==> src/hdl/bdte_pkg.sv <==
`timescale 1ns / 1ps
// ----------------------------------------------------------------------------
// bdte_pkg
// Shared types and constants of the button debouncer with tap and hold events.
// ----------------------------------------------------------------------------
package bdte_pkg;

  localparam int unsigned TimeW = 32;
  localparam int unsigned CfgW  = 16;
  localparam int unsigned ModeW = 2;
  localparam int unsigned CfgIdxW = 2;

  localparam logic [ModeW-1:0] MODE_IDLE     = 2'd0;
  localparam logic [ModeW-1:0] MODE_GAMEPLAY = 2'd1;
  localparam logic [ModeW-1:0] MODE_TUTORIAL = 2'd2;

  localparam logic [CfgIdxW-1:0] REG_DEBOUNCE_TIME  = 2'd0;
  localparam logic [CfgIdxW-1:0] REG_TAP_LIMIT      = 2'd1;
  localparam logic [CfgIdxW-1:0] REG_LONG_HOLD_TIME = 2'd2;

  localparam logic [CfgW-1:0] DEBOUNCE_TIME_RST  = 16'd30;
  localparam logic [CfgW-1:0] TAP_LIMIT_RST      = 16'd500;
  localparam logic [CfgW-1:0] LONG_HOLD_TIME_RST = 16'd5000;

  typedef struct packed {
    logic             raw_pressed;
    logic [TimeW-1:0] now_ms;
    logic [ModeW-1:0] run_mode;
  } in_item_t;

  typedef struct packed {
    logic [1:0] down_events;
    logic       up_event;
    logic       push_event;
    logic       long_hold_event;
    logic       pressed_level;
  } out_item_t;

  typedef struct packed {
    logic [CfgW-1:0] debounce_time;
    logic [CfgW-1:0] tap_limit;
    logic [CfgW-1:0] long_hold_time;
  } cfg_t;

  typedef struct packed {
    logic             stable_level;
    logic             last_raw;
    logic [TimeW-1:0] raw_change_time;
    logic [TimeW-1:0] press_start_time;
    logic             held;
    logic             long_hold_armed;
    logic             early_down_sent;
  } btn_state_t;

endpackage

==> src/hdl/button_debounce_tap_hold_events.sv <==
`timescale 1ns / 1ps
// ----------------------------------------------------------------------------
// button_debounce_tap_hold_events
// Button debouncer that reports down, up, tap and long-hold events per sample.
// ----------------------------------------------------------------------------
// Channel  Direction  Handshake                  Payload
// in       input      in_valid_i / in_stall_o    in_data_i  (in_item_t)
// out      output     out_valid_o / out_stall_i  out_data_o (out_item_t)
// cfg      input      cfg_we_i                   cfg_index_i, cfg_wdata_i
//
// A sample is registered in the input register on acceptance, and its result
// is then registered in the output register. One transaction can be accepted
// every cycle while the output is not stalled. The button state updates when
// a sample moves into the output register. A stall on the output holds both
// stages. Reset restores the register defaults and clears the button state.
// ----------------------------------------------------------------------------
module button_debounce_tap_hold_events
  import bdte_pkg::*;
(
  input  logic               clk_i,
  input  logic               rst_ni,
  input  logic               in_valid_i,
  output logic               in_stall_o,
  input  in_item_t           in_data_i,
  output logic               out_valid_o,
  input  logic               out_stall_i,
  output out_item_t          out_data_o,
  input  logic               cfg_we_i,
  input  logic [CfgIdxW-1:0] cfg_index_i,
  input  logic [CfgW-1:0]    cfg_wdata_i
);

  cfg_t       cfg;
  in_item_t   in_q;
  logic       in_vld_q;
  out_item_t  out_q;
  out_item_t  out_d;
  logic       out_vld_q;
  btn_state_t state_q;
  btn_state_t state_d;
  logic       advance;

  bdte_cfg_regs u_cfg (
    .clk_i       (clk_i),
    .rst_ni      (rst_ni),
    .cfg_we_i    (cfg_we_i),
    .cfg_index_i (cfg_index_i),
    .cfg_wdata_i (cfg_wdata_i),
    .cfg_o       (cfg)
  );

  bdte_step u_step (
    .item_i   (in_q),
    .cfg_i    (cfg),
    .state_i  (state_q),
    .state_o  (state_d),
    .result_o (out_d)
  );

  assign advance    = !out_vld_q || !out_stall_i;
  assign in_stall_o = in_vld_q && !advance;

  always_ff @(posedge clk_i or negedge rst_ni) begin
    if (!rst_ni) begin
      in_vld_q <= 1'b0;
    end else if (!in_stall_o) begin
      in_vld_q <= in_valid_i;
    end
  end

  always_ff @(posedge clk_i) begin
    if (!in_stall_o && in_valid_i) begin
      in_q <= in_data_i;
    end
  end

  always_ff @(posedge clk_i or negedge rst_ni) begin
    if (!rst_ni) begin
      out_vld_q <= 1'b0;
      state_q   <= '0;
    end else if (advance) begin
      out_vld_q <= in_vld_q;
      if (in_vld_q) begin
        state_q <= state_d;
      end
    end
  end

  always_ff @(posedge clk_i) begin
    if (advance && in_vld_q) begin
      out_q <= out_d;
    end
  end

  assign out_valid_o = out_vld_q;
  assign out_data_o  = out_q;

endmodule

==> src/hdl/bdte_cfg_regs.sv <==
`timescale 1ns / 1ps
// ----------------------------------------------------------------------------
// bdte_cfg_regs
// Timing configuration registers, written through a plain write port.
// ----------------------------------------------------------------------------
module bdte_cfg_regs
  import bdte_pkg::*;
(
  input  logic               clk_i,
  input  logic               rst_ni,
  input  logic               cfg_we_i,
  input  logic [CfgIdxW-1:0] cfg_index_i,
  input  logic [CfgW-1:0]    cfg_wdata_i,
  output cfg_t               cfg_o
);

  cfg_t cfg_q;

  always_ff @(posedge clk_i or negedge rst_ni) begin
    if (!rst_ni) begin
      cfg_q.debounce_time  <= DEBOUNCE_TIME_RST;
      cfg_q.tap_limit      <= TAP_LIMIT_RST;
      cfg_q.long_hold_time <= LONG_HOLD_TIME_RST;
    end else if (cfg_we_i) begin
      unique case (cfg_index_i)
        REG_DEBOUNCE_TIME:  cfg_q.debounce_time  <= cfg_wdata_i;
        REG_TAP_LIMIT:      cfg_q.tap_limit      <= cfg_wdata_i;
        REG_LONG_HOLD_TIME: cfg_q.long_hold_time <= cfg_wdata_i;
        default: ;
      endcase
    end
  end

  assign cfg_o = cfg_q;

endmodule

==> src/hdl/bdte_step.sv <==
`timescale 1ns / 1ps
// ----------------------------------------------------------------------------
// bdte_step
// Next-state and event logic for one button sample.
// ----------------------------------------------------------------------------
module bdte_step
  import bdte_pkg::*;
(
  input  in_item_t   item_i,
  input  cfg_t       cfg_i,
  input  btn_state_t state_i,
  output btn_state_t state_o,
  output out_item_t  result_o
);

  logic             quiet;
  logic             accept;
  logic             down_deb;
  logic             down_raw;
  logic [TimeW-1:0] since_change;
  logic [TimeW-1:0] press_len;
  logic [TimeW-1:0] hold_len;
  btn_state_t       s1;
  btn_state_t       s2;

  always_comb begin
    quiet    = (item_i.run_mode == MODE_TUTORIAL);
    s1       = state_i;
    down_deb = 1'b0;
    down_raw = 1'b0;
    result_o = '0;

    if (item_i.raw_pressed != state_i.last_raw) begin
      s1.last_raw        = item_i.raw_pressed;
      s1.raw_change_time = item_i.now_ms;
    end

    since_change = item_i.now_ms - s1.raw_change_time;
    press_len    = item_i.now_ms - state_i.press_start_time;
    accept       = (s1.stable_level != s1.last_raw) &&
                   (since_change >= {{(TimeW-CfgW){1'b0}}, cfg_i.debounce_time});

    if (accept) begin
      s1.stable_level    = s1.last_raw;
      s1.long_hold_armed = 1'b0;
      if (s1.last_raw) begin
        s1.held             = 1'b1;
        s1.press_start_time = item_i.now_ms;
        down_deb            = !state_i.early_down_sent && !quiet;
      end else begin
        s1.held             = 1'b0;
        result_o.up_event   = !quiet;
        result_o.push_event = !quiet &&
          (press_len < {{(TimeW-CfgW){1'b0}}, cfg_i.tap_limit});
        s1.early_down_sent  = 1'b0;
      end
    end

    s2 = s1;
    if (s1.last_raw && !s1.early_down_sent) begin
      down_raw           = !quiet;
      s2.early_down_sent = 1'b1;
    end

    hold_len = item_i.now_ms - s2.press_start_time;
    if (s2.held && (item_i.run_mode == MODE_IDLE) && !s2.long_hold_armed &&
        (hold_len >= {{(TimeW-CfgW){1'b0}}, cfg_i.long_hold_time})) begin
      s2.long_hold_armed       = 1'b1;
      result_o.long_hold_event = 1'b1;
    end

    result_o.down_events   = {1'b0, down_deb} + {1'b0, down_raw};
    result_o.pressed_level = s2.stable_level;
    state_o                = s2;
  end

endmodule

==> config.mk <==
export PLATFORM = sky130hd
export DESIGN_NAME = button_debounce_tap_hold_events
export DESIGN_NICKNAME = d
export VERILOG_FILES = /design/src/hdl/bdte_pkg.sv /design/src/hdl/button_debounce_tap_hold_events.sv /design/src/hdl/bdte_cfg_regs.sv /design/src/hdl/bdte_step.sv
export SDC_FILE = /design/constraint.sdc
export NUM_CORES = 1
export LEC_CHECK = 0
export BUFFER_PORTS_ARGS = -buffer_cell sky130_fd_sc_hd__buf_2
export CORE_AREA = 2 2 159 161
export DETAILED_ROUTE_END_ITERATION = 8
export DIE_AREA = 0 0 161 163
export PLACE_DENSITY_LB_ADDON = 0.05
export SYNTH_ARGS = -nofsm -noshare
export SYNTH_HDL_FRONTEND = slang
export SYNTH_SLANG_ARGS = --single-unit
==> constraint.sdc <==
create_clock -name clk_i -period 12.9 [get_ports clk_i]
set_clock_uncertainty 0.15 [all_clocks]
set_input_delay 2.58 -clock clk_i [delete_from_list [all_inputs] [get_ports clk_i]]
set_output_delay 2.58 -clock clk_i [all_outputs]
set_load 0.03 [all_outputs]
After elaboration in Yosys (flattened, before gate mapping). Index checks and enable logic that the tools add are counted.

Bits in registers: 160. Input bits: 58. Logic and storage cells: 71. Output and inout port bits: 8.

Reduce and logical (&&, ||, !) cells: 26. Equality and inequality tests: 5. Muxes and demuxes: 12. $lt $le $gt $ge: 3. Add/subtract/negate cells: 4. Bitwise operators: 1.

Operator list (count): 32-bit subtractor (3); 32-bit by 16-bit >= comparator with 1-bit output (2); 35-bit two-way mux (1); 33-bit two-way mux (1); 32-bit by 16-bit < comparator with 1-bit output (1); 32-bit two-way mux (1); 1-bit logical AND (10); 1-bit two-way mux (9); 1-bit zero test (8); 2-bit AND reduction (4); 2-bit equality test, second input constant (2); 2-bit zero test (2); 1-bit by 1-bit adder with 2-bit output (1); 2-bit by 1-bit equality test with 1-bit output, second input constant (1); 1-bit inequality test (2); 2-bit OR reduction (1); 1-bit logical OR (1); 1-bit inverter (1).

Longest topological paths before layout.
Word-level depth: 10. Mapped depth: 62.

Cells and area by module. A second synthesis with hierarchy kept.

Cell total of the unflattened synthesis: 1498. Area total of the unflattened synthesis: 13655.6 um2.

Modules (own cells, without submodules): bdte_step (times used 1, cells each 1202, area each 7917.6 um2); button_debounce_tap_hold_events (times used 1, cells each 194, area each 3903.7 um2); bdte_cfg_regs (times used 1, cells each 102, area each 1834.3 um2).

Worst setup path before layout. Ideal clock, no wire load.

Kind: register to register. From: reg in_q[34] in the netlist's numbering. To: reg out_q, in the netlist out_data_o[1], data pin. Setup time: 0.251 ns. Path buffers: 7. Arrival: 11.425 ns. Stages on the path, launching flop included: 62. Clock period less this slack: 11.826 ns. Setup slack: 1.074 ns. Cells stage by stage: edfxtp_1 -> ha_1 -> clkbuf_1 -> buf_2 -> buf_1 -> buf_1 -> nand2_1 -> o21ai_0 -> ha_1 -> inv_1 -> ha_1 -> nor2b_1 -> a31oi_1 -> o221ai_1 -> o2111ai_1 -> nand2_1 -> a21bo_2 -> xor2_1 -> [26 not listed] -> a21oi_1 -> o21ai_0 -> a211oi_1 -> xnor2_1 -> ha_1 -> a21oi_1 -> nor2b_1 -> o21ai_0 -> o21ai_0 -> a2111oi_0 -> o21ai_0 -> nor3_1 -> o21ai_0 -> nor3_1 -> nand3_1 -> nor4_1 -> and4_4 -> nor2_1.

RTL lines: start: declaration (line button_debounce_tap_hold_events.sv:34) `in_item_t in_q;`; start signal: assignment (line button_debounce_tap_hold_events.sv:73) `in_q <= in_data_i;`; end signal: assignment (line button_debounce_tap_hold_events.sv:91) `out_q <= out_d;`; end: declaration (line button_debounce_tap_hold_events.sv:36) `out_item_t out_q;`.

==> flow_summary.json <==
{
  "outcome": "completed",
  "met2WireLength_um": 16300,
  "synth-edff-count": 41,
  "place_inst": 1889,
  "clk_latency_ns": 0.44,
  "syn_to_final_growth_pct": 9.35,
  "avgRoutedWirePerCell_um": 19.2,
  "dr_wl_met3_um": 1910,
  "antenna_cells": 0,
  "synthDominantCellAreaShare_pct": 19.6,
  "finalMaxSlewViolations": 0,
  "min_period_ns": 11.80,
  "yosysTopAreaCell": "dfrtp_1",
  "die_h_um": 163,
  "worst_slew_pin_slew_ns": 1.13,
  "drive_gt1_share_pct": 13.7,
  "first_pass_iters": 6,
  "ys_warn_count": 0,
  "gp_congestion": 0.985,
  "final_cells": 1923,
  "slowest_stage": "edfxtp_1",
  "grt_overflow_total": 0,
  "crit_top_cell": "o21ai_0",
  "routed.top_layer": "met4",
  "slew_headroom_pct": 24.3,
  "synth.area.top_cells": "dfrtp_1, ha_1, edfxtp_1",
  "ys_types": 82,
  "grt_pass1_vias": 10900,
  "setup_viol": 0,
  "cp.arrival_ns": 11.85,
  "fin_crit_sh_pct": 91.5,
  "syn_area_sq_um": 13300,
  "ant_nets": 0,
  "portBuffers": 65,
  "antenna_found_initial": 0,
  "hold_violations": 0,
  "postSynthCellCount": 1540,
  "cp.required_ns": 12.95,
  "crit_fanout": 63,
  "drt_wl_total_um": 36900,
  "root_buffer": "clkbuf_16",
  "cts_inserted_buffers": 17,
  "path_clk_slew_ns": 0.07,
  "max-clock-path-buffers": 2,
  "dieArea_sq_um": 26200,
  "synth_nets": 1730,
  "slowest_delay_ns": 0.50,
  "cts.sinks": 160,
  "rsz0062_at_grt": "false",
  "worstSetupPathType": "flip-flop to flip-flop",
  "dp_hpwl_um": 28800,
  "htreeDepth": 4,
  "grt_pass1_wl_um": 58900,
  "coreArea_sq_um": 24700,
  "start_kind": "flip-flop",
  "fmax_mhz": 84.7,
  "ir_worst_vdd_v": 0.0000923,
  "drc_errors": 0,
  "vias": 11500,
  "tns_ns": 0,
  "endpoint_kind": "flip-flop",
  "synthFlopType": "dfrtp_1",
  "wl_met1_um": 18100,
  "avgSynthCellArea_sq_um": 8.62,
  "grt_max_degree": 81,
  "hold_class": "flip-flop to flip-flop",
  "cts_tree": "done",
  "max-cap-violations": 0,
  "p_per_area_nw_per_um2": 244,
  "die_x_um": 161,
  "synthArstFlopShare_pct": 74.4,
  "nFillCells": 2286,
  "via_per_inst": 5.99,
  "drtIter0Drc": 959,
  "pin_count": 66,
  "rows": 58,
  "grt_util_all_layers_pct": 28.6,
  "ys_seq_area_share_pct": 31.8,
  "ys_seq_elements": 160,
  "start_util_pct": 53.8,
  "p_leak_nw": 6.49,
  "final_nets": 1770
}
cell usage after synthesis (all sizes together) (9+ instances only):
library cell / count
dfrtp: 104
nand3: 31
mux2i: 29
o21a: 16
xor2: 36
nor4: 12
and3: 11
a211oi: 13
a31oi: 19
dfstp: 15
mux2: 73
buf: 9
a21o: 36
nand2: 145
o21ai: 132
nand2b: 34
inv: 125
a21oi: 118
o211ai: 13
nor2b: 24
ha: 130
clkbuf: 45
nor2: 106
edfxtp: 41
or3: 9
xnor2: 31
nor3: 38
nand4: 20
metal layers:
metal,track usage (%),vias to the layer above
met5,0,-
met3,5.19,39
li1,-,5661
met1,41.2,5543
met2,44.7,276
met4,7.43,0
stage by stage:
stage	total power, mW	instance area [sq um]	hold WS [ns]	worst slack, ns	utilization (%)
after CTS	3.52	14500	0.335	0.628	58.7
after detailed placement	2.96	13900	0.318	0.706	56.2
final	3.54	14500	0.331	1.10	58.8
after floorplan	2.45	13300	0.296	1.07	-
after global routing	3.86	14500	0.363	0.222	58.8
after global placement	2.95	13900	0.313	1.06	56.2
sequential cells by signal, indices dropped and copies added (netlist names):
| register | count |
|---|---|
| in_q | 35 |
| in_vld_q | 1 |
| out_data_o | 6 |
| out_valid_o | 1 |
| state_q | 69 |
| u_cfg.cfg_o | 48 |
critical path, delay by kind of cell (launching register included):
kind                     cells  cell delay, ns
AND/OR/NAND/NOR             18            2.83
buffers and inverters        3            0.54
flip-flops                   1            0.50
XOR/XNOR                     2            0.24
adder cells (fa/ha/maj)      6            1.76
AO/OA/AOI/OAI               26            5.52
cell families after synthesis:
| group | after synthesis | share of synthesized area (%) |
|---|---|---|
| simple gates | 455 | 16.3 |
| compound gates | 439 | 20.9 |
| buf+inv | 180 | 5.16 |
| flops | 160 | 31.8 |
| fa+ha+maj | 137 | 12.9 |
| mux | 102 | 8.38 |
| xor+xnor | 67 | 4.48 |
worst paths after layout:
kind / from / end / slack (ns) / depth (start not counted)
max: in_q[34] / out_data_o[1] / 1.10 / 55
min in group asynchronous: rst_ni / state_q[0] / 1.98 / 1
max in group asynchronous: rst_ni / state_q[64] / 9.17 / 2
max reg2reg: in_q[34] / out_data_o[1] / 1.10 / 55
min reg2reg: state_q[51] / state_q[51] / 0.33 / 2
min: state_q[51] / state_q[51] / 0.33 / 2
where the power goes:
group / switching [mW] / total [mW] / internal (mW)
Sequential: 0.103 / 0.765 / 0.662
Combinational: 1.31 / 2.23 / 0.923
Clock: 0.237 / 0.541 / 0.305
area by class of cell:
type | instances | area (sq um) | area share (%)
clock buffer | 19 | 454 | 3.13
multi-input combinational | 1200 | 8390 | 57.8
timing repair buffer | 75 | 403 | 2.78
inverter | 126 | 473 | 3.26
tap | 330 | 413 | 2.84
sequential | 160 | 4230 | 29.1
clock inverter | 13 | 160 | 1.10
cells in the final DEF, fill, tap and decap left out, types with 35 or more instances in the layout:
master,synthesis,layout
inv_1,125,125
nor2_1,106,106
mux2_2,73,73
a21oi_1,118,117
edfxtp_1,41,41
o21ai_0,128,128
nor3_1,38,38
buf_2,5,64
a21o_1,36,36
dfrtp_1,104,104
xor2_1,35,35
ha_1,130,129
nand2_1,145,145
what timing repair did:
item / CTS / global route
hold buffers: 0 / 0
endpoints found under the setup margin: 0 / 2
gates resized for setup: 0 / 2
buffers inserted: 0 / 2
Note: power is estimated with default switching activity, not from simulation.
